## src/sv/sar_ram.sv

```systemverilog
// ----------------------------------------------------------------------------
// Generic RAM
// One write port, one read port, registered read data, no reset.
// ----------------------------------------------------------------------------
module sar_ram #(
	parameter int WIDTH = 8,
	parameter int DEPTH = 16,
	localparam int AW = (DEPTH > 1) ? $clog2(DEPTH) : 1
) (
	input  logic             clk,
	input  logic             we,
	input  logic [AW-1:0]    waddr,
	input  logic [WIDTH-1:0] wdata,
	input  logic [AW-1:0]    raddr,
	output logic [WIDTH-1:0] rdata
);

	logic [WIDTH-1:0] mem_q [DEPTH];
	logic [WIDTH-1:0] rdata_q;

	always_ff @(posedge clk) begin
		if (we) begin
			mem_q[waddr] <= wdata;
		end
		rdata_q <= mem_q[raddr];
	end

	assign rdata = rdata_q;

endmodule

```

## config.mk

```make
export PLATFORM = sky130hd
export DESIGN_NAME = sar_ram
export DESIGN_NICKNAME = d
export VERILOG_FILES = /design/src/sv/sar_ram.sv
export SDC_FILE = /design/constraint.sdc
export NUM_CORES = 1
export LEC_CHECK = 0
export ABC_CLOCK_PERIOD_IN_PS = 1700
export BUFFER_PORTS_ARGS = -buffer_cell sky130_fd_sc_hd__buf_4
export CORE_ASPECT_RATIO = 0.7
export CORE_MARGIN = 8
export CORE_UTILIZATION = 40
export CTS_CLUSTER_SIZE = 14
export DETAILED_ROUTE_END_ITERATION = 7
export GPL_ROUTABILITY_DRIVEN = 0
export HOLD_SLACK_MARGIN = 0.05
export MAX_ROUTING_LAYER = met4
export PLACE_DENSITY = 0.58
export SLEW_MARGIN = 30
export SYNTH_ARGS = -nofsm -noshare
export SYNTH_HDL_FRONTEND = slang
export SYNTH_SLANG_ARGS = --single-unit
```

## constraint.sdc

```tcl
create_clock -name clk -period 1.7 [get_ports clk]
set_input_delay 0.085 -clock clk [delete_from_list [all_inputs] [get_ports clk]]
set_output_delay 0.085 -clock clk [all_outputs]
set_load 0.02 [all_outputs]
```

== Yosys cells after proc, flatten, opt, wreduce, memory -nomap -nowiden ==
Memory sizes are Yosys's and may differ from the RTL's. A register that Yosys moved wholly into a read port is not among the register bits.
Cells that the tools add are included.
Storage, ports and cells
  register bits after elaboration: 0
  bits in writable memories: 128
  input port bits: 18
  memories kept: 1
Memories
  mem_q: depth 16, bits a word 8, read ports 1, clocked after Yosys merged registers in 1, wr ports 1, RTL line 18  | logic [WIDTH-1:0] mem_q [DEPTH];
Operators by class
  multiplexer cells: 2
Operators by type and width (count)
  1-bit two-way mux: 2

== Logic depth before layout (Yosys ltp) ==
  depth after elaboration: 2
  depth in mapped cells: 5
  gate-level depth less buffers: 3

== Worst setup path after synthesis ==
OpenSTA, ideal clock, no wires.
  path kind: in2reg
  start point: input waddr[2]
  end point: memory mem_q[0][0], enable pin
  setup time: 383 ps
  arrival time: 1195 ps
  data required time: 1317 ps
  slack: 122 ps
  cell stages on the path: 2
  buffers on the path: 0
  path through: or3b_2 nor3_1
RTL lines
  start: declaration: RTL line 12  | input logic [AW-1:0] waddr,
  end: declaration: RTL line 18
No word-level cell before the write port.

== Worst setup path after layout ==
  start point: input waddr[0]
  end point: memory mem_q[0][2], enable pin
No word-level cell before the write port.

==> results.sh <==
export IMPL_yosysWarnings=0
export IMPL_slew_violations=0
export IMPL_switching_share=0.188
export IMPL_antennaDiodeCount=0
export IMPL_ys_top_cells_by_count="128 x edfxtp_1, 18 x mux4_2, 16 x a22oi_1"
export IMPL_cp_end_kind="register"
export IMPL_cp_start_kind="primary input"
export IMPL_place_hpwl_mm=6.73
export IMPL_cts_buffers=17
export IMPL_grt_pass1_vias=2516
export IMPL_cts_repair_resized=0
export IMPL_cts_root_buf="clkbuf_16"
export IMPL_worstSetupPathType="in -> reg"
export IMPL_rsz0062_at_grt="no"
export IMPL_fin_crit_ns=1.51
export IMPL_die_x_um=152
export IMPL_synthesis_area_sq_um=5150
export IMPL_port_buffers=25
export IMPL_routed_wl_mm=10.4
export IMPL_crit_path_max_fanout=7
export IMPL_r2r_start="mem_q[5][1]"
export IMPL_synth_edff_count=128
export IMPL_hold_class="in -> reg"
export IMPL_ys_async_sr_fraction=0
export IMPL_yosysMostFrequentCell="edfxtp_1"
export IMPL_synth_area_top_cells="edfxtp_1 75%, mux4_2 7.9%, mux4_1 7.1%, dfxtp_1 3.1%, a22oi_1 2.3%"
export IMPL_wl_per_cell_um=22.1
export IMPL_firstDrtPassIters=4
export IMPL_fillers=999
export IMPL_clock_path_buffers=2
export IMPL_cpLargestDelayFamily="buffers and inverters"
export IMPL_die_h_um=111
export IMPL_clock_power_share=0.469
export IMPL_status="completed"
export IMPL_ioPinCount=26
export IMPL_rows=34
export IMPL_crit_chain="dlygate4sd3_1 -> buf_4 -> nor3_1 -> dlygate4sd3_1"
export IMPL_period_share=0.891
export IMPL_timing_fmax_mhz=660
export IMPL_drt_iter0_drc=170
export IMPL_grt_use_met2=0.185
export IMPL_finalHoldViolations=0
export IMPL_vias=2414
export IMPL_syn2layout_area_growth_pct=23.7
export IMPL_layout_drive_gt1_share=0.307
export IMPL_die_area_sq_um=16800
export IMPL_startpoint="waddr[0]"
export IMPL_vdd_ir_drop_max_mv=0.737
export IMPL_arrival_ns=1.64
export IMPL_clk_latency_ns=0.41
export IMPL_critPathMostFrequentCell="dlygate4sd3_1"
export IMPL_vias_per_cell=5.13
export IMPL_grt_usage=0.136
export IMPL_fin_nets=314
export IMPL_power_frac_seq=0.477
export IMPL_power_density_nw_per_um2=1240
export IMPL_yosysTopAreaCell="edfxtp_1"
export IMPL_yosysUniqueCellTypes=19
export IMPL_htreeDepth=4
export IMPL_grt_max_degree=17
export IMPL_cts_tree="yes"
export IMPL_worst_slew_pin_slew_ns=0.742
export IMPL_path_clk_slew_ns=0.05
export IMPL_grt_met3_usage=0.0383
export IMPL_slew_headroom=0.504
export IMPL_slowest_stage="dlygate4sd3_1"
export IMPL_antenna_found_initial=0
export IMPL_avgSynthCellArea_sq_um=22.5
export IMPL_synth_top_flop_cell="edfxtp_1"
export IMPL_crit_buf_inv=3
export IMPL_place_area_sq_um=5660
export IMPL_setup_viol=0
export IMPL_numClockSinks=136
export IMPL_initial_core_util=0.412
export IMPL_ant_nets=0
export IMPL_drc=0
export IMPL_hold_start="waddr[1]"
export IMPL_met1_usage=0.186
export IMPL_grt_first_pass_wirelength_mm=15.6
export IMPL_p_int_uw=6420
export IMPL_grt_ovfl_total=0
export IMPL_switchingPower_uw=1490
export IMPL_synthesis_nets=247
export IMPL_cp_slowest_stage_delay_ns=0.60
export IMPL_busiest_layer="met1"
export IMPL_p_comb_frac=0.054
export IMPL_synthCells=229
export IMPL_ys_seq_elements=136
export IMPL_critPathRequiredTime_ns=1.82
export IMPL_timing_setup_tns_ns=0
export IMPL_design_area_sq_um=6370
export IMPL_placed_cells=429
export IMPL_synth_top_cell_area_share=0.747
export IMPL_instances_no_fill=471
export IMPL_drv_cap=0
export IMPL_worst_clock_skew_ns=0.0120
export IMPL_core_area_sq_um=12500
export IMPL_ys_seq_area_frac=0.778
export IMPL_leakagePower_uw=0.00219
==> layout make-up <==
type	instances	area (sq um)	share of cell area
clock buffer	22	454	0.0713
clock inverter	10	150	0.0236
multi-input combinational	83	1060	0.166
sequential	136	4000	0.629
tap	162	203	0.0318
timing repair buffer	58	498	0.0782
==> placed cells by master (no fill, tap or decap), types with 2 or more instances in the layout <==
| master | n |
|---|---|
| clkinv_2 | 6 |
| nand2_1 | 9 |
| nand2b_1 | 2 |
| a22oi_1 | 16 |
| nor3_1 | 4 |
| dfxtp_1 | 8 |
| dlygate4sd3_1 | 10 |
| edfxtp_1 | 128 |
| bufinv_16 | 4 |
| mux4_2 | 18 |
| clkbuf_16 | 17 |
| buf_12 | 3 |
| nand3b_1 | 2 |
| mux4_1 | 14 |
| buf_4 | 45 |
| nor2_1 | 13 |
| clkbuf_1 | 4 |
==> per-layer routing <==
| layer | share of wire | wire [um] |
|---|---|---|
| met1 | 0.47 | 4920 |
| met2 | 0.45 | 4740 |
| met3 | 0.068 | 710 |
| met4 | 0.0042 | 44 |
| met5 | 0 | 0 |
==> tightest hold or removal path: stages <==
cell and delay (ns):
buf_4 0.12, nor3_1 0.07, buf_4 0.17
==> power by group through the flow <==
stage	clock network [uW]	logic, uW	registers (uW)
floorplan	0	190	3860
global placement	0	413	3840
detailed placement	0	420	3840
CTS	3780	438	3780
global route	3910	463	3780
finish	3710	429	3770
==> final timing paths <==
path                 end  slack, ns  cells after the start
max reg2reg     rdata[1]       0.31                      3
min          mem_q[0][3]       0.22                      3
min reg2reg     rdata[2]       0.68                      3
max          mem_q[0][2]       0.19                      4
==> state kept, by name (all words and copies together) (netlist names) <==
name / flops
rdata: 8
mem_q: 128
==> stage by stage <==
step / hold WS (ns) / setup slack, ns / total power (uW) / utilization
after global placement: 0.397 / 0.152 / 4260 / 0.453
after detailed placement: 0.412 / 0.158 / 4260 / 0.453
after global routing: 0.206 / 0.157 / 8150 / 0.509
after floorplan: 0.184 / 0.122 / 4050 / -
final: 0.217 / 0.186 / 7910 / 0.509
after CTS: 0.193 / 0.196 / 7990 / 0.509
==> cell families after synthesis <==
kind of cell | count (synthesis) | synth area share
AO/OA/AOI/OAI | 16 | 0.0233
buffers and inverters | 10 | 0.0168
flip-flops | 136 | 0.778
multiplexers | 32 | 0.150
AND/OR/NAND/NOR | 35 | 0.0318
==> what timing repair did <==
item | in CTS | in global routing
hold endpoints to repair | 129 | 0
hold buffers | 10 | 0
setup buffers | 0 | 0
(Power assumes the default switching activity.)
