File: config.mk
export PLATFORM = sky130hd
export DESIGN_NAME = sar_walk
export DESIGN_NICKNAME = d
export VERILOG_FILES = /design/src/sv/sar_pkg.sv /design/src/sv/sar_walk.sv
export SDC_FILE = /design/constraint.sdc
export NUM_CORES = 1
export LEC_CHECK = 0
export BUFFER_PORTS_ARGS = -buffer_cell sky130_fd_sc_hd__buf_2
export CAP_MARGIN = 20
export CORE_ASPECT_RATIO = 0.6
export CORE_MARGIN = 2
export CORE_UTILIZATION = 35
export CTS_CLUSTER_DIAMETER = 120
export DETAILED_ROUTE_END_ITERATION = 6
export GPL_ROUTABILITY_DRIVEN = 0
export PLACE_DENSITY_LB_ADDON = 0.25
export SLEW_MARGIN = 20
export SYNTH_ARGS = -nofsm -noshare
export SYNTH_HDL_FRONTEND = slang
export SYNTH_SLANG_ARGS = --single-unit
File: constraint.sdc
create_clock -name clk -period 3.95 [get_ports clk]
set_clock_uncertainty 0.05 [all_clocks]
set_input_delay 0.79 -clock clk [delete_from_list [all_inputs] [get_ports clk]]
set_output_delay 0.79 -clock clk [all_outputs]
set_load 0.03 [all_outputs]
File: src/sv/sar_pkg.sv
// ----------------------------------------------------------------------------
// Segment alignment range - shared package
// Widths, codes, table row layouts and the walk command that passes between
// the operand stages and the walk unit.
// ----------------------------------------------------------------------------
package sar_pkg;

	// table sizing
	localparam int MAX_SEG    = 64;
	localparam int SEG_AW     = $clog2(MAX_SEG);
	localparam int LOOP_DEPTH = MAX_SEG + 1;
	localparam int LOOP_AW    = $clog2(LOOP_DEPTH);

	// field widths
	localparam int IDX_W      = 7;
	localparam int SEQ_W      = 16;
	localparam int OFF_W      = 10;
	localparam int LEN_W      = 12;
	localparam int POS_W      = 17;
	localparam int RES_W      = 18;
	localparam int CFG_IDX_W  = 1;
	localparam int CFG_DATA_W = 16;

	// walk accumulators: wide enough for every exact sum over a full table
	localparam int ACC_W      = 21;
	localparam int RES_MAX    = 2 ** (RES_W - 1) - 1;
	localparam int RES_MIN    = -(2 ** (RES_W - 1));

	// operation codes
	localparam logic OP_WRITE = 1'b0;
	localparam logic OP_QUERY = 1'b1;

	// configuration register indexes
	localparam logic [CFG_IDX_W-1:0] CFG_SEQ_LENGTH    = 1'b0;
	localparam logic [CFG_IDX_W-1:0] CFG_SEGMENT_COUNT = 1'b1;

	typedef logic signed [ACC_W-1:0] acc_t;

	typedef struct packed {
		logic [OFF_W-1:0]        n_off;
		logic [OFF_W-1:0]        c_off;
		logic signed [POS_W-1:0] cons_lo;
		logic signed [POS_W-1:0] cons_hi;
		logic signed [POS_W-1:0] aligned;
	} seg_row_t;

	typedef struct packed {
		logic [LEN_W-1:0] cur;
		logic [LEN_W-1:0] lo;
		logic [LEN_W-1:0] hi;
	} loop_row_t;

	// what a table read is for
	typedef enum logic [2:0] {
		TAG_LOOP0,   // n-terminal loop: start of forward walk
		TAG_FWD,     // segment before the queried one
		TAG_SEGCS,   // the queried segment: close forward walk
		TAG_LOOPN,   // c-terminal tail: start of reverse walk
		TAG_REV,     // segment after the queried one
		TAG_REVEND   // close reverse walk, no read
	} tag_t;

	typedef struct packed {
		logic valid;
		tag_t tag;
	} issue_t;

	// one step for the walk unit
	typedef struct packed {
		logic valid;
		logic load;
		logic save;
		logic last;
		logic snap;
		logic has_lo;
		logic has_hi;
		acc_t k_lo;
		acc_t k_hi;
		acc_t b_lo;
		acc_t b_hi;
		acc_t s_lo;
		acc_t s_hi;
	} walk_cmd_t;

	function automatic acc_t ext_off(input logic [OFF_W-1:0] v);
		return $signed({{(ACC_W - OFF_W){1'b0}}, v});
	endfunction

	function automatic acc_t ext_len(input logic [LEN_W-1:0] v);
		return $signed({{(ACC_W - LEN_W){1'b0}}, v});
	endfunction

	function automatic acc_t ext_seq(input logic [SEQ_W-1:0] v);
		return $signed({{(ACC_W - SEQ_W){1'b0}}, v});
	endfunction

	function automatic acc_t ext_pos(input logic signed [POS_W-1:0] v);
		return $signed({{(ACC_W - POS_W){v[POS_W-1]}}, v});
	endfunction

endpackage

File: src/sv/sar_walk.sv
// ----------------------------------------------------------------------------
// Segment alignment range - walk unit
// The shared step: add, clamp against a bound, or snap to an aligned
// position, on the low and high end accumulators. Serves both walks.
// ----------------------------------------------------------------------------
module sar_walk import sar_pkg::*; (
	input  logic      clk,
	input  logic      arst_n,
	input  walk_cmd_t cmd,
	output acc_t      acc_lo,
	output acc_t      acc_hi,
	output acc_t      nt_lo,
	output acc_t      nt_hi,
	output logic      done
);

	acc_t acc_lo_q, acc_hi_q, nt_lo_q, nt_hi_q;
	acc_t t_lo, t_hi, lo_step, hi_step;
	logic done_q;

	// one step: low end clamps upwards, high end downwards
	always_comb begin
		t_lo = acc_lo_q + cmd.k_lo;
		t_hi = acc_hi_q + cmd.k_hi;
		if (cmd.snap) begin
			lo_step = cmd.s_lo;
		end else if (cmd.has_lo && (cmd.b_lo > t_lo)) begin
			lo_step = cmd.b_lo;
		end else begin
			lo_step = t_lo;
		end
		if (cmd.snap) begin
			hi_step = cmd.s_hi;
		end else if (cmd.has_hi && (cmd.b_hi < t_hi)) begin
			hi_step = cmd.b_hi;
		end else begin
			hi_step = t_hi;
		end
	end

	// accumulators; a saving load parks the forward result
	always_ff @(posedge clk) begin
		if (cmd.valid) begin
			if (cmd.load) begin
				if (cmd.save) begin
					nt_lo_q <= acc_lo_q;
					nt_hi_q <= acc_hi_q;
				end
				acc_lo_q <= cmd.b_lo;
				acc_hi_q <= cmd.b_hi;
			end else begin
				acc_lo_q <= lo_step;
				acc_hi_q <= hi_step;
			end
		end
	end

	always_ff @(posedge clk or negedge arst_n) begin
		if (!arst_n) begin
			done_q <= 1'b0;
		end else begin
			done_q <= cmd.valid && cmd.last;
		end
	end

	assign acc_lo = acc_lo_q;
	assign acc_hi = acc_hi_q;
	assign nt_lo  = nt_lo_q;
	assign nt_hi  = nt_hi_q;
	assign done   = done_q;

endmodule

After elaboration in Yosys (flattened, before gate mapping)
Cells that the tools add are included.

Register bits after elaboration: 85. Latch bits: 0. Memories kept: 0. Output and inout bits: 85. ROM bits: 0. RAM bits: 0. Logic and storage cells: 19. Bits of input ports: 135.

Shifts and indexed selects: 0. Divide/modulo/power cells: 0. Reduce and logical (&&, ||, !) cells: 4. Multipliers: 0. Muxes and demuxes: 6. Equal/unequal tests: 0. Order comparisons: 2. Bitwise gates (word level): 0. $add $sub $neg: 2.

Operator list (count): 21-bit 2-to-1 mux (6); 21-bit adder (2); 21-bit > comparator (1); 21-bit < comparator (1); 1-bit logical AND (3); 3-bit AND reduction (1).

Longest topological paths before layout
Word-level depth: 6. Gate-level depth with buffers: 20. Gate-level depth less buffers: 19.

Least setup slack after synthesis
Ideal clock, no wire load.

Path type: input port to flip-flop. Start point: input port cmd[84] (netlist name). End point: register acc_hi_q[12] (netlist: acc_hi[12]), data pin. Required time: 3.639 ns. Arrival: 4.477 ns. Path slack: -0.838 ns. Buffers on the path: 1. Cell stages on the path: 18. Cell sequence: ha_1 > fa_1 > a211o_1 > a211oi_2 > nor4_1 > a2111oi_2 > o41ai_1 > a21oi_1 > xnor2_1 > ha_1 > or3_1 > a211oi_1 > a2bb2oi_2 > nand4_1 > nand2_2 > buf_4 > nor3_1 > a311o_1.

Longest elaborated chain between the ends: 6.

Ends and longest elaborated chain: start: declaration (RTL line sar_walk.sv:9) `input walk_cmd_t cmd,`; 21-bit adder (*) (RTL line sar_walk.sv:24) `t_hi = acc_hi_q + cmd.k_hi;`; 21-bit < comparator (RTL line sar_walk.sv:34) `end else if (cmd.has_hi && (cmd.b_hi < t_hi)) begin`; 1-bit logical AND (RTL line sar_walk.sv:34); 21-bit 2-to-1 mux (*) (RTL line sar_walk.sv:34); 21-bit 2-to-1 mux (*) (RTL line sar_walk.sv:32) `if (cmd.snap) begin`; 21-bit 2-to-1 mux (*) (RTL line sar_walk.sv:44) `if (cmd.load) begin`; end signal: assignment (RTL line sar_walk.sv:50) `acc_hi_q <= cmd.b_hi;`; end signal: assignment (RTL line sar_walk.sv:53) `acc_hi_q <= hi_step;`; end: declaration (RTL line sar_walk.sv:17) `acc_t acc_lo_q, acc_hi_q, nt_lo_q, nt_hi_q;`.

Every way passes the cells marked *; elsewhere a longest branch is shown, timed or not. A chain may end at the register's enable or synchronous reset.

Worst setup path in the final report
Start point: input port cmd[84] (netlist name). End point: register acc_hi_q[4] (netlist: acc_hi[4]), data pin.

The elaborated chain is that of the path after synthesis.

==> key figures <==
Floorplanning
  – I/O pin count: 220
  – Row count: 38
  – Die W: 179 um
  – Core area: 18100 um^2
  – Initial core utilization: 35.7%
  – Die ar.: 19600 um^2
  – Die Y: 109 um

STA
  – Fmax: 0.214 GHz
  – Final-report hold violation count: 0
  – Final setup viols: 42
  – Post-Route Setup TNS: -26.55 ns
  – Slew @ Worst Pin: 1.08 ns
  – Slew Limit Fails: 0
  – Setup ws final: -0.723 ns
  – Final Cycle Share: 118%
  – Fin crit period: 4.67 ns
  – Slew HR: 28.1%
  – RSZ-0062 raised after global routing: yes

Routing
  – Met3 WL: 2610 um
  – Initial DRC Count: 468
  – Vias per inst: 5.39
  – DR top layer: met5
  – TritonRoute pass-1 iters: 5
  – Met1 wire length: 12700 um
  – Post-route ant nets: 0
  – Wirelength per Cell: 19.2 um
  – Via count: 6895
  – WL final: 24600 um
  – DRC: 0
  – Met2 routed wirelength: 9260 um

Clock tree
  – CTS tree: built
  – Root buf cell: clkbuf_16
  – Clk_lat worst skew: 0.34 ns
  – Clock tree buffer depth: 2
  – Num Clock Sinks: 85
  – Hold buffers post-CTS: 0
  – Htree depth: 3
  – CTS clk-pin slew, worst paths: 0.07 ns
  – CTS buffer count: 9

Yosys
  – Net Count, Synth: 847
  – Seq cells post-synth: 85
  – Cells after Synth: 629
  – Post-synth EDFFs: 84
  – Seq/Total Area, Yosys: 39.4%
  – Area of the mapped netlist: 6460 um^2
  – Syn Area/Cell: 10.3 um^2
  – Synth warn: 0
  – Netlist cell types: 69
  – Most common flop cell mapped by yosys: edfxtp_1
  – Post-synth ARST share: 1.18%

Critical path
  – CP startpoint kind: primary input
  – CP max FO: 4
  – Worst setup path class: in2reg
  – Setup crit start: cmd[84]
  – CP top delay family: simple AND/OR/NAND/NOR gates
  – R2r startpoint: acc_lo[0]
  – CP max stage delay: 0.48 ns
  – Req. time, crit path: 3.98 ns
  – Worst-path cell chain: buf_8 -> ha_4 -> fa_2 -> a211o_1 -> a211oi_2 -> buf_4 -> nor4_4 -> or3b_2 -> xnor2_1 -> ha_1 -> nand4_1 -> nor2_1 -> buf_4 -> a2bb2oi_2 -> nand4_1 -> buf_4 -> nand2_8 -> buf_6 -> nor3_2 -> a311o_1
  – Crit path buf inv count: 5
  – Crit path DAT: 4.71 ns
  – CP max-delay cell: or3b_2
  – Crit end category: register
  – Most used cell, CP: buf_4

Layout
  – Most frequent cells in the layout: 217 x buf_2, 163 x buf_4, 84 x edfxtp_1
  – Commonest non-fill, non-tap cell in the layout: buf_2
  – Final core occ: 56.6%
  – Final net count: 1250
  – Design area: 10200 um^2
  – Share of cells above drive strength 1: 48.7%
  – Area grow syn2layout: 58.5%

Power
  – Internal power: 0.00300 W
  – Logic pwr share: 56.6%
  – Psw: 0.00185 W
  – Cell area power density: 474 nW/um^2
  – Flop pwr share: 24.0%
  – Leak pwr: 4.60 nW
  – Clock share of power: 19.4%
  – Switching portion of total power: 38.1%
  – Max VDD drop: 0.000249 V

Placed design
  – DP Wirelength: 18900 um
  – DP Area: 9150 um^2
  – Port Buffers: 219

Global route
  – Vias in the first global route: 6414
  – Initial antenna violation count: 4
  – Gr ovfl total: 0
  – First-pass GRT wire length: 35900 um
  – Largest net degree at the start of global routing: 44
  – Gr usage total: 24.5%

Run status
  – Failing checks: setup timing
  – Status: finished with violations

Min path
  – Hold WC Path Type: in2async

Flow run
  – # Max-Cap Violations: 0
[path summary, 6_finish.rpt]
path | endpoint | slack [ns] | cells past startpoint
max reg2reg | acc_lo[11] | -0.66 | 22
min in group clk | nt_lo[17] | 0.45 | 0
max | acc_hi[4] | -0.72 | 20
max in group asynchronous | done | 3.59 | 1
min reg2reg | nt_lo[17] | 0.45 | 0
min | done | 0.17 | 1
[worst register-to-register path: cells and delay by family, from the launching register on]
family                     cells  cell delay, ns
and+or+nand+nor                7            1.32
xor gates and xnor gates       1            0.10
DFF                            1            0.47
AOI/OAI and AO/OA              7            1.10
buffers and inverters          4            0.56
adders and majority gates      3            0.75
[layout make-up]
type / instances / area (um^2)
Multi-Input combinational cell: 500 / 4260
Fill cell: 1633 / 7830
Antenna cell: 3 / 7.51
Inverter: 27 / 101
Sequential cell: 85 / 2550
Clock inverter: 5 / 85.1
Timing Repair Buffer: 409 / 2700
Clock buffer: 11 / 233
Tap cell: 240 / 300
[synthesized netlist by cell type, types with 5 or more instances]
| cell | instances | area share (%) |
|---|---|---|
| a22oi_1 | 11 | 1.3 |
| or3_1 | 5 | 0.48 |
| edfxtp_1 | 84 | 39 |
| nand3_1 | 13 | 1.0 |
| o21a_1 | 5 | 0.58 |
| nor2b_1 | 5 | 0.48 |
| a311o_1 | 5 | 0.78 |
| o31ai_1 | 8 | 0.93 |
| nor3b_1 | 6 | 0.70 |
| nor2_1 | 32 | 1.9 |
| a211oi_1 | 5 | 0.58 |
| o21ai_0 | 31 | 2.4 |
| nor4_1 | 7 | 0.68 |
| clkbuf_1 | 13 | 0.76 |
| inv_1 | 25 | 1.5 |
| o211ai_1 | 9 | 1.0 |
| a22o_1 | 7 | 0.95 |
| and2_1 | 6 | 0.58 |
| nor3_1 | 15 | 1.2 |
| nand4_1 | 13 | 1.3 |
| a31oi_1 | 8 | 0.78 |
| a21o_1 | 17 | 2.0 |
| xor2_1 | 21 | 2.8 |
| xnor2_1 | 17 | 2.3 |
| ha_1 | 81 | 16 |
| o22ai_1 | 18 | 1.7 |
| a21oi_1 | 58 | 4.5 |
| nand2_1 | 34 | 2.0 |
[state kept, by name (all words and copies together), names as in the netlist]
register	count
done	1
nt_lo	21
nt_hi	21
acc_hi	21
acc_lo	21
[per-layer routing]
metal	up-vias	track usage, %
met2	343	32.4
li1	3300	-
met1	3237	39.6
met3	13	6.97
met5	-	0
met4	2	2.19
[kinds of logic (layout without fill, tap and decap cells)]
| logic type | count (synthesis) | count (layout) | share of synthesized area, % |
|---|---|---|---|
| mux | 2 | 2 | 0.310 |
| simple gates | 151 | 152 | 11.9 |
| xor+xnor | 38 | 38 | 5.15 |
| compound gates | 225 | 225 | 24.1 |
| other cells | 0 | 3 | 0 |
| fa+ha+maj | 83 | 83 | 16.3 |
| flops | 85 | 85 | 39.4 |
| buf+inv | 45 | 452 | 2.75 |
[through the flow]
stage,instances,hold WS (ns),power [W],setup slack [ns]
4_1_cts,1274,0.161,0.00467,-0.674
5_1_grt,1279,0.155,0.00512,-0.994
2_1_floorplan,629,0.444,0.00246,-0.610
3_3_place_gp,1234,0.428,0.00338,-1.11
6_report,1280,0.173,0.00485,-0.723
3_5_place_dp,1234,0.432,0.00341,-1.22
[power groups by stage]
stage | Combinational (W) | Sequential (W) | Clock, W
floorplan | 0.00113 | 0.00133 | 0
global placement | 0.00220 | 0.00118 | 0
detailed placement | 0.00223 | 0.00118 | 0
CTS | 0.00255 | 0.00116 | 0.000961
global route | 0.00295 | 0.00117 | 0.000989
finish | 0.00275 | 0.00116 | 0.000944
[repair_timing]
item / 4_1_cts / 5_1_grt
pin swaps: 44 / 17
resized for setup: 62 / 41
setup endpoints to repair: 42 / 42
setup buffers: 22 / 4
cloned: 2 / 1
Note: power is estimated with default switching activity, not from simulation.
