==> config.mk <==
export PLATFORM = sky130hd
export DESIGN_NAME = sar_prep
export DESIGN_NICKNAME = d
export VERILOG_FILES = /design/src/sv/sar_pkg.sv /design/src/sv/sar_prep.sv
export SDC_FILE = /design/constraint.sdc
export NUM_CORES = 1
export LEC_CHECK = 0
export BUFFER_PORTS_ARGS = -buffer_cell sky130_fd_sc_hd__buf_2
export CORE_ASPECT_RATIO = 1.5
export CORE_MARGIN = 2
export CORE_UTILIZATION = 50
export DETAILED_ROUTE_END_ITERATION = 7
export PLACE_DENSITY = 0.82
export SLEW_MARGIN = 10
export SYNTH_ARGS = -nofsm -noshare
export SYNTH_HDL_FRONTEND = slang
export SYNTH_SLANG_ARGS = --single-unit
==> constraint.sdc <==
create_clock -name clk -period 7.7 [get_ports clk]
set_clock_uncertainty 0.2 [all_clocks]
set_input_delay 2.31 -clock clk [delete_from_list [all_inputs] [get_ports clk]]
set_output_delay 2.31 -clock clk [all_outputs]
set_load 0.05 [all_outputs]
==> src/sv/sar_pkg.sv <==
// ----------------------------------------------------------------------------
// Segment alignment range - shared package
// Widths, codes, table row layouts and the walk command that passes between
// the operand stages and the walk unit.
// ----------------------------------------------------------------------------
package sar_pkg;

	// table sizing
	localparam int MAX_SEG    = 64;
	localparam int SEG_AW     = $clog2(MAX_SEG);
	localparam int LOOP_DEPTH = MAX_SEG + 1;
	localparam int LOOP_AW    = $clog2(LOOP_DEPTH);

	// field widths
	localparam int IDX_W      = 7;
	localparam int SEQ_W      = 16;
	localparam int OFF_W      = 10;
	localparam int LEN_W      = 12;
	localparam int POS_W      = 17;
	localparam int RES_W      = 18;
	localparam int CFG_IDX_W  = 1;
	localparam int CFG_DATA_W = 16;

	// walk accumulators: wide enough for every exact sum over a full table
	localparam int ACC_W      = 21;
	localparam int RES_MAX    = 2 ** (RES_W - 1) - 1;
	localparam int RES_MIN    = -(2 ** (RES_W - 1));

	// operation codes
	localparam logic OP_WRITE = 1'b0;
	localparam logic OP_QUERY = 1'b1;

	// configuration register indexes
	localparam logic [CFG_IDX_W-1:0] CFG_SEQ_LENGTH    = 1'b0;
	localparam logic [CFG_IDX_W-1:0] CFG_SEGMENT_COUNT = 1'b1;

	typedef logic signed [ACC_W-1:0] acc_t;

	typedef struct packed {
		logic [OFF_W-1:0]        n_off;
		logic [OFF_W-1:0]        c_off;
		logic signed [POS_W-1:0] cons_lo;
		logic signed [POS_W-1:0] cons_hi;
		logic signed [POS_W-1:0] aligned;
	} seg_row_t;

	typedef struct packed {
		logic [LEN_W-1:0] cur;
		logic [LEN_W-1:0] lo;
		logic [LEN_W-1:0] hi;
	} loop_row_t;

	// what a table read is for
	typedef enum logic [2:0] {
		TAG_LOOP0,   // n-terminal loop: start of forward walk
		TAG_FWD,     // segment before the queried one
		TAG_SEGCS,   // the queried segment: close forward walk
		TAG_LOOPN,   // c-terminal tail: start of reverse walk
		TAG_REV,     // segment after the queried one
		TAG_REVEND   // close reverse walk, no read
	} tag_t;

	typedef struct packed {
		logic valid;
		tag_t tag;
	} issue_t;

	// one step for the walk unit
	typedef struct packed {
		logic valid;
		logic load;
		logic save;
		logic last;
		logic snap;
		logic has_lo;
		logic has_hi;
		acc_t k_lo;
		acc_t k_hi;
		acc_t b_lo;
		acc_t b_hi;
		acc_t s_lo;
		acc_t s_hi;
	} walk_cmd_t;

	function automatic acc_t ext_off(input logic [OFF_W-1:0] v);
		return $signed({{(ACC_W - OFF_W){1'b0}}, v});
	endfunction

	function automatic acc_t ext_len(input logic [LEN_W-1:0] v);
		return $signed({{(ACC_W - LEN_W){1'b0}}, v});
	endfunction

	function automatic acc_t ext_seq(input logic [SEQ_W-1:0] v);
		return $signed({{(ACC_W - SEQ_W){1'b0}}, v});
	endfunction

	function automatic acc_t ext_pos(input logic signed [POS_W-1:0] v);
		return $signed({{(ACC_W - POS_W){v[POS_W-1]}}, v});
	endfunction

endpackage

==> src/sv/sar_prep.sv <==
// ----------------------------------------------------------------------------
// Segment alignment range - operand stages
// Turns one table read into one walk step over two register stages: first
// the per-row sums, then the loop length folded into every operand.
// ----------------------------------------------------------------------------
module sar_prep import sar_pkg::*; (
	input  logic             clk,
	input  logic             arst_n,
	input  issue_t           iss_s1,
	input  seg_row_t         seg_rd,
	input  loop_row_t        loop_rd,
	input  logic [SEQ_W-1:0] seq_len,
	output walk_cmd_t        cmd,
	output seg_row_t         cs_row
);

	acc_t n_a, c_a, cl_a, ch_a, al_a, seq_a, llo_a, ml_a, mh_a, sl_a;
	acc_t ksl_d, bl_d, bh_d, sn_d, mlo_d, mhi_d;
	logic has_lo_d, has_hi_d, snap_d;

	logic v_s2;
	tag_t tag_s2;
	acc_t ksl_s2, bl_s2, bh_s2, sn_s2, mlo_s2, mhi_s2;
	logic has_lo_s2, has_hi_s2, snap_s2;

	seg_row_t  cs_row_q;
	logic      cmd_v_q;
	walk_cmd_t cmd_q;

	// row operands
	always_comb begin
		n_a   = ext_off(seg_rd.n_off);
		c_a   = ext_off(seg_rd.c_off);
		cl_a  = ext_pos(seg_rd.cons_lo);
		ch_a  = ext_pos(seg_rd.cons_hi);
		al_a  = ext_pos(seg_rd.aligned);
		seq_a = ext_seq(seq_len);
		llo_a = ext_len(loop_rd.lo);
		ml_a  = ext_len((loop_rd.cur > loop_rd.lo) ? loop_rd.cur : loop_rd.lo);
		mh_a  = ext_len((loop_rd.cur > loop_rd.hi) ? loop_rd.cur : loop_rd.hi);
		sl_a  = n_a + c_a + acc_t'(1);
	end

	// first stage: per-tag sums; reverse steps carry negated loop lengths
	always_comb begin
		ksl_d    = '0;
		bl_d     = '0;
		bh_d     = '0;
		sn_d     = '0;
		mlo_d    = '0;
		mhi_d    = '0;
		has_lo_d = 1'b0;
		has_hi_d = 1'b0;
		snap_d   = 1'b0;
		case (iss_s1.tag)
			TAG_LOOP0: begin
				bl_d = llo_a - acc_t'(1);
				bh_d = seq_a;
			end
			TAG_FWD: begin
				ksl_d    = sl_a;
				bl_d     = cl_a + c_a;
				bh_d     = ch_a + c_a;
				sn_d     = al_a + c_a;
				mlo_d    = ml_a;
				mhi_d    = mh_a;
				has_lo_d = !seg_rd.cons_lo[POS_W-1] && (seg_rd.cons_lo != '0);
				has_hi_d = !seg_rd.cons_hi[POS_W-1] && (seg_rd.cons_hi != '0);
				snap_d   = !seg_rd.aligned[POS_W-1];
			end
			TAG_SEGCS: begin
				ksl_d = n_a + acc_t'(1);
			end
			TAG_LOOPN: begin
				bl_d = acc_t'(-1);
				bh_d = seq_a - llo_a;
			end
			TAG_REV: begin
				ksl_d    = -sl_a;
				bl_d     = cl_a - n_a;
				bh_d     = ch_a - n_a;
				sn_d     = al_a - n_a;
				mlo_d    = -mh_a;
				mhi_d    = -ml_a;
				has_lo_d = !seg_rd.cons_lo[POS_W-1] && (seg_rd.cons_lo != '0);
				has_hi_d = !seg_rd.cons_hi[POS_W-1] && (seg_rd.cons_hi != '0);
				snap_d   = !seg_rd.aligned[POS_W-1];
			end
			TAG_REVEND: begin
				ksl_d = -(ext_off(cs_row_q.c_off) + acc_t'(1));
			end
			default: begin
			end
		endcase
	end

	// stage valids
	always_ff @(posedge clk or negedge arst_n) begin
		if (!arst_n) begin
			v_s2    <= 1'b0;
			cmd_v_q <= 1'b0;
		end else begin
			v_s2    <= iss_s1.valid;
			cmd_v_q <= v_s2;
		end
	end

	// stage payloads
	always_ff @(posedge clk) begin
		tag_s2    <= iss_s1.tag;
		ksl_s2    <= ksl_d;
		bl_s2     <= bl_d;
		bh_s2     <= bh_d;
		sn_s2     <= sn_d;
		mlo_s2    <= mlo_d;
		mhi_s2    <= mhi_d;
		has_lo_s2 <= has_lo_d;
		has_hi_s2 <= has_hi_d;
		snap_s2   <= snap_d;
		if (iss_s1.valid && (iss_s1.tag == TAG_SEGCS)) begin
			cs_row_q <= seg_rd;
		end

		// second stage: fold the loop length into each operand
		cmd_q.valid  <= v_s2;
		cmd_q.load   <= (tag_s2 == TAG_LOOP0) || (tag_s2 == TAG_LOOPN);
		cmd_q.save   <= (tag_s2 == TAG_LOOPN);
		cmd_q.last   <= (tag_s2 == TAG_REVEND);
		cmd_q.snap   <= snap_s2;
		cmd_q.has_lo <= has_lo_s2;
		cmd_q.has_hi <= has_hi_s2;
		cmd_q.k_lo   <= ksl_s2 + mlo_s2;
		cmd_q.k_hi   <= ksl_s2 + mhi_s2;
		cmd_q.b_lo   <= bl_s2 + mlo_s2;
		cmd_q.b_hi   <= bh_s2 + mhi_s2;
		cmd_q.s_lo   <= sn_s2 + mlo_s2;
		cmd_q.s_hi   <= sn_s2 + mhi_s2;
	end

	always_comb begin
		cmd       = cmd_q;
		cmd.valid = cmd_v_q;
	end

	assign cs_row = cs_row_q;

endmodule

Word level (Yosys, flattened, before mapping)
Index checks and enable logic that the tools add are counted.
{"block": "totals", "mem_count": 0, "in_bits": 129, "out_inout_bits": 204, "reg_bits": 337, "ramBits": 0, "rom_bits": 0, "wordCells": 80, "latch_bits": 0}
{"block": "op_classes", "mux": 8, "n_mul": 0, "n_lt_le_gt_ge": 2, "n_div": 0, "bitwise": 0, "n_addsub": 22, "n_reduce_logical": 12, "eq_ne": 7, "n_shift": 0}
{"cell": "21-bit one-hot mux with 4 select lines", "n": 3}
{"cell": "21-bit adder", "n": 6}
{"cell": "21-bit one-hot mux with 2 select lines", "n": 3}
{"cell": "12-bit negator with 21-bit output", "n": 3}
{"cell": "17-bit by 11-bit adder with 18-bit output", "n": 3}
{"cell": "17-bit by 11-bit subtractor with 18-bit output", "n": 3}
{"cell": "17-bit nonzero test", "n": 2}
{"cell": "12-bit > comparator", "n": 2}
{"cell": "12-bit two-way mux", "n": 2}
{"cell": "10-bit by 1-bit adder with 11-bit output (second input constant)", "n": 2}
{"cell": "11-bit negator with 21-bit output", "n": 1}
{"cell": "16-bit by 12-bit subtractor with 17-bit output", "n": 1}
{"cell": "12-bit by 1-bit subtractor with 13-bit output (second input constant)", "n": 1}
{"cell": "11-bit by 1-bit adder with 12-bit output (second input constant)", "n": 1}
{"cell": "10-bit by 10-bit adder with 11-bit output", "n": 1}
{"cell": "3-bit by 2-bit == test with 1-bit output (second input constant)", "n": 3}
{"cell": "3-bit == test (second input constant)", "n": 3}
{"cell": "3-bit zero test", "n": 2}
{"cell": "3-bit by 1-bit == test with 1-bit output (second input constant)", "n": 1}
{"cell": "1-bit logical AND", "n": 3}
{"cell": "1-bit zero test", "n": 3}
{"cell": "2-bit OR reduction", "n": 1}
{"cell": "1-bit logical OR", "n": 1}

Logic depth before layout (Yosys ltp)
Gate-level depths: netlist (run 1).
{"block": "depth", "depth_word": 4, "depth_mapped": 19, "depth_no_buf": 18}

Least setup slack after synthesis (run 1)
Ideal clock, no wire load.
{"block": "synth_path", "path_kind": "input -> register", "startpoint": "input iss_s1[0] (netlist bit)", "endpoint": "register sn_s2[19]", "arrival_time_ns": 5.694, "setup_ns": 0.128, "cell_stages": 16, "slack_ns": 1.678, "required_time_ns": 7.372, "n_path_buf": 3, "cell_sequence": "clkbuf_1 > or3b_1 > buf_6 > clkbuf_1 > o21ai_0 > inv_1 > ha_1 > nor2b_1 > o21ai_0 > o21ai_1 > a221oi_1 > o21ai_1 > a2111oi_0 > o41ai_1 > xnor2_1 > nor2_1"}
{"block": "synth_via", "elab_chain_len": 2, "word_cells_on_any_way": 3, "classes_between": "2 x eq/ne; 1 x mux"}
{"element": "start, declared", "line_no": "sar_prep.sv:9", "text": "input issue_t iss_s1,"}
{"element": "3-bit == test / 3-bit by 1-bit == test with 1-bit output (equally long branches)", "line_no": "sar_prep.sv:55", "text": "case (iss_s1.tag)"}
{"element": "21-bit one-hot mux with 2 select lines *", "line_no": "sar_prep.sv:55"}
{"element": "end signal, assigned", "line_no": "sar_prep.sv:114", "text": "sn_s2 <= sn_d;"}
{"element": "end, declared", "line_no": "sar_prep.sv:23", "text": "acc_t ksl_s2, bl_s2, bh_s2, sn_s2, mlo_s2, mhi_s2;"}
Mark *: on every way between the ends. The rest lies on a longest branch, timed or not.
A chain may end at the register's enable or synchronous reset.

Worst setup path in the final report (run 1)
{"block": "layout_path", "startpoint": "input iss_s1[2] (netlist bit)", "endpoint": "register sn_s2[16]"}
The elaborated chain is that of the path after synthesis.

==> results of run 1 <==
## cell usage after synthesis (16+ instances only)
master	number	area share [%]
dfxtp_1	251	26
ha_1	222	14
nor2_1	185	3.6
a21oi_1	167	4.3
xnor2_1	149	6.7
o21ai_0	127	3.3
nand2_1	124	2.4
inv_1	112	2.2
edfxtp_1	71	11
xor2_1	57	2.6
a21o_1	48	1.9
nor3_1	42	1.1
o21a_1	39	1.5
clkbuf_1	37	0.72
o22ai_1	33	1.1
a31oi_1	31	1.0
nand3_1	30	0.78
nor2b_1	29	0.94
or3_1	21	0.68
a211oi_1	20	0.78
and3_1	19	0.61
nand2b_1	19	0.61
o21bai_1	19	0.74
o31ai_1	16	0.62
## through the flow
stage / power (uW) / area (um2) / hold WS (ns) / instances / utilization, %
2_1_floorplan: 3242 / 19350 / 0.1096 / 2097 / -
3_3_place_gp: 3714 / 21550 / 0.1131 / 2893 / 56.25
3_5_place_dp: 3740 / 21550 / 0.1249 / 2893 / 56.25
4_1_cts: 5394 / 22690 / 0.1411 / 2948 / 59.22
5_1_grt: 5591 / 22700 / 0.1484 / 2952 / 59.24
6_report: 5385 / 22700 / 0.1372 / 2953 / 59.25
## logic make-up after synthesis
kind of cell / after synthesis / synth area share (%)
AO/OA/AOI/OAI: 618 / 20.36
XOR/XNOR: 206 / 9.322
adder cells (fa/ha/maj): 233 / 15.49
buffers and inverters: 161 / 3.413
flip-flops: 324 / 37.24
multiplexers: 16 / 0.8598
AND/OR/NAND/NOR: 539 / 13.31
## layer usage
layer | global-route usage [%] | part of all wire [%] | wire, um
met1 | 33.85 | 36 | 23500
met2 | 54.39 | 49 | 31850
met5 | 0 | 0 | 0
met3 | 4.089 | 6.4 | 4130
met4 | 21.41 | 7.9 | 5115
## registers in the layout (all words and copies together) (netlist names)
signal and count:
has_hi_s2 1, cmd 132, v_s2 1, has_lo_s2 1
snap_s2 1, bl_s2 18, cs_row 71, sn_s2 18
mhi_s2 20, ksl_s2 19, cmd_v_q 1, mlo_s2 20
bh_s2 18, tag_s2 3
## cell type report
type | instances | area (um2)
antenna | 5 | 12.51
timing repair buffer | 349 | 1789
clock buffer | 41 | 949.7
multi-input combinational | 1612 | 11510
tap | 495 | 619.3
inverter | 113 | 424.2
clock inverter | 14 | 187.7
sequential | 324 | 7207
fill | 3288 | 15610
## final timing paths
kind	slack [ns]	to	start	cells past startpoint
max	1.46	sn_s2[16]	iss_s1[2]	17
min reg2reg	0.14	cmd[128]	snap_s2	0
min	0.14	cmd[128]	snap_s2	0
max in group asynchronous	5.89	v_s2	arst_n	1
max reg2reg	4.25	cmd[41]	mlo_s2[1]	11
min in group asynchronous	1.31	cmd_v_q	arst_n	1
## power by group through the flow
| stage | clock network (uW) | logic [uW] | registers, uW |
|---|---|---|---|
| 2_1_floorplan | 0 | 729 | 2510 |
| 3_3_place_gp | 0 | 1650 | 2070 |
| 3_5_place_dp | 0 | 1670 | 2070 |
| 6_report | 1660 | 1690 | 2030 |
| 5_1_grt | 1740 | 1800 | 2050 |
| 4_1_cts | 1680 | 1680 | 2030 |
==> results.py, run 1 <==
metrics = {
    "cts": {
        "h-tree-depth": 1,
        "numCtsBuffers": 30,
        "cts_buffer_depth": 3,
        "cts.clk_slew.worst_paths_ns": 0.07,
        "cts_sinks": 324,
        "post_cts_buffers": 0,
        "cts_tree": "built",
        "clk-insertion-delay-late_ns": 0.58,
        "cts_root_buf": "clkbuf_16",
        "ctsHoldBuffers": 0,
        "cts_resized": 0,
    },
    "run_status": {
        "status": "finished, final reports clean",
    },
    "critical_path": {
        "crit_path_top_delay_cell": "o31ai_1",
        "critPathKind": "in2reg",
        "start_kind": "primary input",
        "critPathArrivalTime_ns": 6.48,
        "critical_path.top_delay_family": "compound AO/OA/AOI/OAI gates",
        "crit_path_max_fanout": 43,
        "critPathMaxStageDelay_ns": 0.52,
        "worst_setup_path_end_kind": "flop",
        "crit_required_ns": 7.94,
        "critPathBufInv": 3,
        "path_cells": "buf_2 > buf_4 > nor3b_2 > nand2_1 > o21ai_0 > ha_1 > inv_1 > fa_1 > a21o_1 > a21oi_1 > nor2b_1 > o31ai_1 > o311ai_0 > a21o_1 > o31ai_1 > xor2_1 > nor2_1",
    },
    "place": {
        "dpl.hpwl_um": 53170,
        "gp_routability_congestion": 1.023,
        "dp_slack_ns": 0.9437,
        "port-buffer-count": 332,
    },
    "pwr": {
        "switching_share_pct": 36.53,
        "power_density_nw_per_um2": 237.2,
        "combPwrFrac_pct": 31.4,
        "leakage_uw": 0.01059,
        "pwr-share-clk_pct": 30.8,
        "p_int_uw": 3418,
        "p_switching_uw": 1967,
        "seqPwrFrac_pct": 37.8,
        "ir_worst_vdd_uv": 208.4,
    },
    "synth": {
        "ys.flop_type": "dfxtp_1",
        "yosysWarnings": 0,
        "synth_cells": 2097,
        "ys_async_sr_fraction_pct": 0.6173,
        "synth.distinct_cells": 77,
        "ys_seq_elements": 324,
        "synth.cell_area_um2": 19350,
        "synthesis.nets": 2459,
        "ys_seq_area_share_pct": 37.24,
        "synth_edf_count": 71,
        "syn_area_per_cell_um2": 9.229,
    },
    "route": {
        "antenna_left": 0,
        "drc": 0,
        "drt_wl_total_um": 64590,
        "detail_route.wl_per_cell_um": 21.87,
        "drt_first_pass_iters": 5,
        "viasPerCell": 5.982,
        "drtIter0Drc": 1225,
        "vias": 17670,
    },
    "cells_and_area": {
        "mostFrequentLayoutCells": "buf_2, dfxtp_1, ha_1",
        "drive_above_1_share_pct": 17.86,
        "nets": 2792,
        "synthToLayoutAreaGrowth_pct": 17.31,
        "final_common_cell": "buf_2",
    },
    "floorplan": {
        "coreArea_um2": 38320,
        "die_h_um": 245.0,
        "ios": 333,
        "die_w_um": 164.6,
        "start_util_pct": 50.51,
        "rows": 88,
        "fp.dieArea_um2": 40330,
    },
    "global_route": {
        "grt_pass1_vias": 17000,
        "grt_max_degree": 55,
        "overflow": 0,
        "grt_usage_pct": 30.84,
        "grt_pass1_wl_um": 94390,
        "antenna_found_initial": 6,
    },
    "sta": {
        "final-hold-violation-count": 0,
        "worst_pin_slew_ns": 1.052,
        "slew_viol_final": 0,
        "setup_tns_ns": 0,
        "relSlewSlack_pct": 28.07,
        "fmax_mhz": 160.3,
        "post-route-period-util_pct": 81.00,
        "min_period_ns": 6.237,
        "final.setup.worst_slack_ns": 1.463,
        "rsz0062_at_grt": "false",
        "setup-violations-final": 0,
    },
    "worst_hold_path": {
        "hold_class": "reg2reg",
    },
    "flow_run": {
        "maxCapViolCount": 0,
    },
}
Power figures use the tool's default switching activity.
==> inputs of run 2 (changes only) <==
- PLACE_DENSITY: 0.82 -> 0.85
- clock period: 7.7 -> 5.4 ns (I/O delays scaled with it)
==> run 2 against run 1 <==
  * Core utilization rose by 1.0 points
  * Global-route usage rose by 0.77 points
  * Largest power group unchanged
  * Critical endpoint is now sn_s2[19]
  * Sequential share of layout area fell by 0.55 points
  * Cell area rose by 1.8%
  * Register-to-register slack got worse by 2.3 ns
==> results.py, run 2 (same netlist as run 1, synthesis figures left out) <==
metrics = {
    "cts": {
        "cts_buffer_depth": 3,
        "post_cts_buffers": 0,
        "cts_resized": 0,
        "cts.clk_slew.worst_paths_ns": 0.07,
        "ctsHoldBuffers": 0,
        "cts_sinks": 324,
        "h-tree-depth": 1,
        "cts_tree": "built",
        "numCtsBuffers": 29,
        "cts_root_buf": "clkbuf_16",
        "clk-insertion-delay-late_ns": 0.58,
    },
    "pwr": {
        "ir_worst_vdd_uv": 290.9,
        "power_density_nw_per_um2": 328.6,
        "combPwrFrac_pct": 32.9,
        "pwr-share-clk_pct": 28.9,
        "switching_share_pct": 36.96,
        "p_switching_uw": 2806,
        "p_int_uw": 4786,
        "seqPwrFrac_pct": 38.2,
        "leakage_uw": 0.01088,
    },
    "critical_path": {
        "crit_required_ns": 5.66,
        "worst_setup_path_end_kind": "flop",
        "setup.worst_path.start": "seg_rd[51]",
        "crit_path_max_fanout": 3,
        "critPathArrivalTime_ns": 5.26,
        "start_kind": "primary input",
        "critPathKind": "in2reg",
        "reg2reg_from": "mlo_s2[1]",
    },
    "floorplan": {
        "die_h_um": 245.0,
        "start_util_pct": 50.51,
        "fp.dieArea_um2": 40330,
        "ios": 333,
        "die_w_um": 164.6,
        "rows": 88,
        "coreArea_um2": 38320,
    },
    "worst_hold_path": {
        "hp-start": "snap_s2",
        "hold_class": "reg2reg",
    },
    "place": {
        "gp_routability_congestion": 1.032,
        "dp_slack_ns": -0.1177,
        "port-buffer-count": 332,
        "dpl.hpwl_um": 54320,
    },
    "run_status": {
        "status": "finished, final reports clean",
    },
    "global_route": {
        "overflow": 0,
        "grt_pass1_vias": 17420,
        "antenna_found_initial": 8,
        "grt_max_degree": 72,
        "grt_pass1_wl_um": 96700,
        "grt_usage_pct": 31.61,
    },
    "sta": {
        "final.setup.worst_slack_ns": 0.3933,
        "holdWs_ns": 0.1278,
        "rsz0062_at_grt": "false",
        "setup-violations-final": 0,
        "min_period_ns": 5.007,
        "slew_viol_final": 0,
        "fmax_mhz": 199.7,
        "final-hold-violation-count": 0,
        "relSlewSlack_pct": 49.07,
        "worst_pin_slew_ns": 0.7605,
        "post-route-period-util_pct": 92.72,
    },
    "route": {
        "detail_route.wl_per_cell_um": 21.87,
        "drc": 0,
        "drt_wl_total_um": 66040,
        "m1WireLength_um": 23480,
        "routed.top_layer": "met5",
        "wl_met2_um": 32310,
        "met3_wirelength_um": 4290,
        "drtIter0Drc": 1404,
        "vias": 17940,
        "viasPerCell": 5.939,
        "antenna_left": 0,
        "drt_first_pass_iters": 5,
    },
    "cells_and_area": {
        "nets": 2859,
        "synthToLayoutAreaGrowth_pct": 19.38,
        "fill_cells": 3339,
        "largest_reg_flops": 132,
        "final_common_cell": "buf_2",
        "mostFrequentLayoutCells": "buf_2, dfxtp_1, ha_1",
        "drive_above_1_share_pct": 20.05,
    },
    "flow_run": {
        "maxCapViolCount": 0,
    },
}
[run 2: changes by cell type in the layout (fill, tap and decap cells not counted), sizes merged]
cell      previous run  this run
diode                5         6
clkbuf              41        39
inv                115       117
buf                349       417
clkinv               6         7
clkinvlp             3         0
[run 2: per-layer routing]
layer  global-route usage [%]  vias up
met5                        0        -
met2                    54.81      835
met3                    4.224      271
met4                    24.94        4
li1                         -     8405
met1                    34.24     8422
[run 2: final timing paths]
kind | to | slack (ns) | depth (start not counted)
min in group asynchronous | v_s2 | 0.62 | 1
worst max-delay path | sn_s2[19] | 0.39 | 20
worst min-delay path | cmd[128] | 0.13 | 0
max in group asynchronous | cmd_v_q | 4.28 | 1
worst min register to register | cmd[128] | 0.13 | 0
worst max register to register | cmd[41] | 1.94 | 11
[run 2: layout make-up]
cell class	count	area [um2]	share of cell area, %
clock buffer	39	844.6	3.656
inverter	113	424.2	1.836
clock inverter	14	172.7	0.7474
sequential	324	7207	31.19
tap	495	619.3	2.681
antenna	6	15.01	0.06499
timing repair buffer	417	2312	10.01
multi-input combinational	1612	11510	49.81
[run 2: power groups by stage]
| stage | registers, uW | clock network, uW | logic, uW |
|---|---|---|---|
| after floorplan | 3580 | 0 | 1040 |
| after global placement | 2950 | 0 | 2410 |
| after detailed placement | 2950 | 0 | 2460 |
| after CTS | 2900 | 2220 | 2470 |
| after global routing | 2920 | 2300 | 2650 |
| final | 2900 | 2200 | 2490 |
[run 2: worst max-delay path, stage by stage]
cell and delay, ns:
buf_2 0.11, inv_1 0.08, ha_1 0.17, nand2_1 0.08, or2_2 0.32, nor2_1 0.13, xor2_1 0.17, nand2_1 0.07
o21ai_0 0.18, ha_1 0.33, o21a_1 0.20, o21ai_0 0.20, nor2_1 0.06, a221oi_1 0.41, o21ai_1 0.17, a2111oi_0 0.44
buf_4 0.19, o41ai_1 0.10, xnor2_1 0.17, nor2_1 0.05
[run 2: metrics by stage]
stage / setup TNS [ns] / cell area (um2) / std cells / total power [uW] / util (%)
detailed placement: -0.3031 / 22070 / 2961 / 5410 / 57.60
CTS: 0 / 23090 / 3014 / 7596 / 60.26
floorplan: 0 / 19350 / 2097 / 4622 / -
global placement: -0.1596 / 22070 / 2961 / 5361 / 57.60
global route: 0 / 23100 / 3019 / 7872 / 60.29
finish: 0 / 23100 / 3020 / 7592 / 60.30
==> inputs of run 3 (changes only) <==
- ABC_AREA: not set -> 1
- CORE_MARGIN: 2 -> 3
- CORE_UTILIZATION: 50 -> 52
- PLACE_DENSITY: 0.85 -> 0.87
==> run 3 against run 2 <==
  * Routed wire length is 12% higher
  * Via count up 9.2%
  * Worst setup slack improved by 0.47 ns
  * Largest power group unchanged
==> results.py, run 3 <==
metrics = {
    "synth": {
        "ys_seq_elements": 324,
        "synth_edf_count": 71,
        "synthTopCellsByArea": "dfxtp_1, ha_1, edfxtp_1, nand2_1, a21oi_1",
        "synth_cells": 2522,
        "ys_async_sr_fraction_pct": 0.6173,
        "synth_top_area_cell": "dfxtp_1",
        "synthesis.nets": 2884,
        "synth_top_area_share_pct": 25.02,
        "synth.top_cells.by_count": "nand2_1, inv_1, dfxtp_1",
        "synth.distinct_cells": 55,
        "ys.flop_type": "dfxtp_1",
        "ys_seq_area_share_pct": 35.89,
        "yosysMostFrequentCell": "nand2_1",
        "syn_area_per_cell_um2": 7.963,
        "synth.cell_area_um2": 20080,
        "yosysWarnings": 0,
    },
    "floorplan": {
        "start_util_pct": 53.02,
        "fp.dieArea_um2": 41060,
        "die_w_um": 166.5,
        "coreArea_um2": 37880,
        "die_h_um": 246.7,
        "rows": 87,
        "ios": 333,
    },
    "sta": {
        "setup_tns_ns": 0,
        "fmax_mhz": 220.3,
        "final.setup.worst_slack_ns": 0.8613,
        "relSlewSlack_pct": 42.80,
        "min_period_ns": 4.539,
        "rsz0062_at_grt": "false",
        "worst_pin_slew_ns": 0.8491,
        "post-route-period-util_pct": 84.05,
        "slew_viol_final": 0,
        "final-hold-violation-count": 0,
        "setup-violations-final": 0,
    },
    "global_route": {
        "grt_pass1_vias": 19480,
        "grt_pass1_wl_um": 109500,
        "overflow": 0,
        "grt_max_degree": 43,
        "antenna_found_initial": 2,
        "grt_usage_pct": 34.57,
    },
    "cts": {
        "clk-insertion-delay-late_ns": 0.54,
        "cts_buffer_depth": 3,
        "cts_root_buf": "clkbuf_16",
        "cts_resized": 0,
        "ctsHoldBuffers": 0,
        "cts_sinks": 324,
        "post_cts_buffers": 0,
        "cts.clk_slew.worst_paths_ns": 0.06,
        "h-tree-depth": 2,
        "numCtsBuffers": 34,
        "cts_tree": "built",
    },
    "cells_and_area": {
        "nets": 3250,
        "largest_reg_flops": 132,
        "synthToLayoutAreaGrowth_pct": 17.20,
        "final_common_cell": "nand2_1",
        "drive_above_1_share_pct": 16.79,
        "mostFrequentLayoutCells": "nand2_1, buf_2, inv_1",
    },
    "route": {
        "drt_first_pass_iters": 6,
        "drt_wl_total_um": 73700,
        "drc": 0,
        "detail_route.wl_per_cell_um": 21.65,
        "drtIter0Drc": 1415,
        "viasPerCell": 5.752,
        "antenna_left": 0,
        "vias": 19580,
    },
    "pwr": {
        "power_density_nw_per_um2": 333.1,
        "leakage_uw": 0.01195,
        "ir_worst_vdd_uv": 344.2,
    },
    "critical_path": {
        "r2r_cells": 11,
        "worst_setup_path_end_kind": "flop",
        "crit_path_max_fanout": 6,
        "crit_required_ns": 5.65,
        "critPathKind": "in2reg",
        "critPathArrivalTime_ns": 4.79,
        "start_kind": "primary input",
    },
    "place": {
        "dp_slack_ns": 0.3726,
        "port-buffer-count": 332,
        "gp_routability_congestion": 1.027,
        "dpl.hpwl_um": 61390,
    },
    "run_status": {
        "status": "finished, final reports clean",
    },
    "worst_hold_path": {
        "hold_class": "reg2reg",
        "worstHoldPathCells": 0,
    },
    "flow_run": {
        "maxCapViolCount": 0,
    },
}
-- run 3: cell count changes in the layout (fill, tap and decap cells not counted), moves of 39 or more --
| cell | delta |
|---|---|
| xnor2_1 | -106 |
| inv_1 | +169 |
| a21oi_1 | +75 |
| nand3_1 | +159 |
| nand2_1 | +358 |
| buf_4 | -61 |
| xor2_1 | +39 |
| nor2_1 | -45 |
-- run 3: report_power, final --
part	switching [uW]	leakage [uW]	internal, uW
registers	181	0.00276	2770
clock network	1010	0.000553	1380
logic	1830	0.00864	669
-- run 3: cell families (layout without fill, tap and decap cells) --
family / Yosys count / after routing / synth area share (%)
AND/OR/NAND/NOR: 972 / 972 / 21.81
adder cells (fa/ha/maj): 233 / 233 / 14.93
buffers and inverters: 313 / 704 / 6.062
flip-flops: 324 / 324 / 35.89
AO/OA/AOI/OAI: 541 / 541 / 15.26
other: 0 / 2 / 0
XOR/XNOR: 139 / 139 / 6.062
-- run 3: critical path: stages --
cell	delay [ns]
buf_2	0.11
inv_1	0.15
ha_1	0.19
nand2_1	0.08
nor2_1	0.21
nand2_1	0.11
nor2_1	0.12
nand2_1	0.14
xor2_1	0.16
o21ai_0	0.27
buf_4	0.20
ha_1	0.28
a21o_1	0.18
a21oi_1	0.16
nand2_1	0.14
a21oi_1	0.21
o21ai_0	0.15
nand2_1	0.09
nand2_1	0.05
o21ai_0	0.16
-- run 3: final cells by class --
| type | instances | area (um2) |
|---|---|---|
| Inverter | 288 | 1081 |
| Clock inverter | 15 | 153.9 |
| Fill cell | 3411 | 14350 |
| Sequential cell | 324 | 7207 |
| Timing Repair Buffer | 355 | 1834 |
| Clock buffer | 46 | 972.2 |
| Antenna cell | 2 | 5.005 |
| Multi-Input combinational cell | 1885 | 11670 |
| Tap cell | 489 | 611.8 |
-- run 3: stage by stage --
stage               util, %  total power [uW]  std cells  area, um2  hold slack [ns]
finish                62.13              7840       3404      23540           0.1270
global route          62.13              8155       3403      23530           0.1353
CTS                   62.12              7857       3402      23530           0.1291
detailed placement    59.15              5468       3341      22410           0.1136
global placement      59.15              5442       3341      22410           0.1113
floorplan                 -              4702       2522      20090           0.1096
-- run 3: per-layer routing --
metal | vias up | track usage [%] | routed length, um | part of all wire, %
met5 | - | 0 | 0 | 0
met4 | 0 | 23.04 | 5876 | 8.0
met3 | 220 | 4.574 | 4649 | 6.3
met2 | 874 | 61.11 | 35650 | 48
met1 | 9095 | 38.91 | 27520 | 37
li1 | 9391 | - | - | -
-- run 3: path summary, 6_finish.rpt --
check	end	slack [ns]	startpoint
worst max-delay path	bl_s2[15]	0.86	seg_rd[51]
max in group asynchronous	cmd_v_q	4.24	arst_n
worst min register to register	cmd[127]	0.13	has_lo_s2
worst max register to register	cmd[81]	2.35	mlo_s2[0]
worst min-delay path	cmd[127]	0.13	has_lo_s2
min in group asynchronous	v_s2	0.66	arst_n
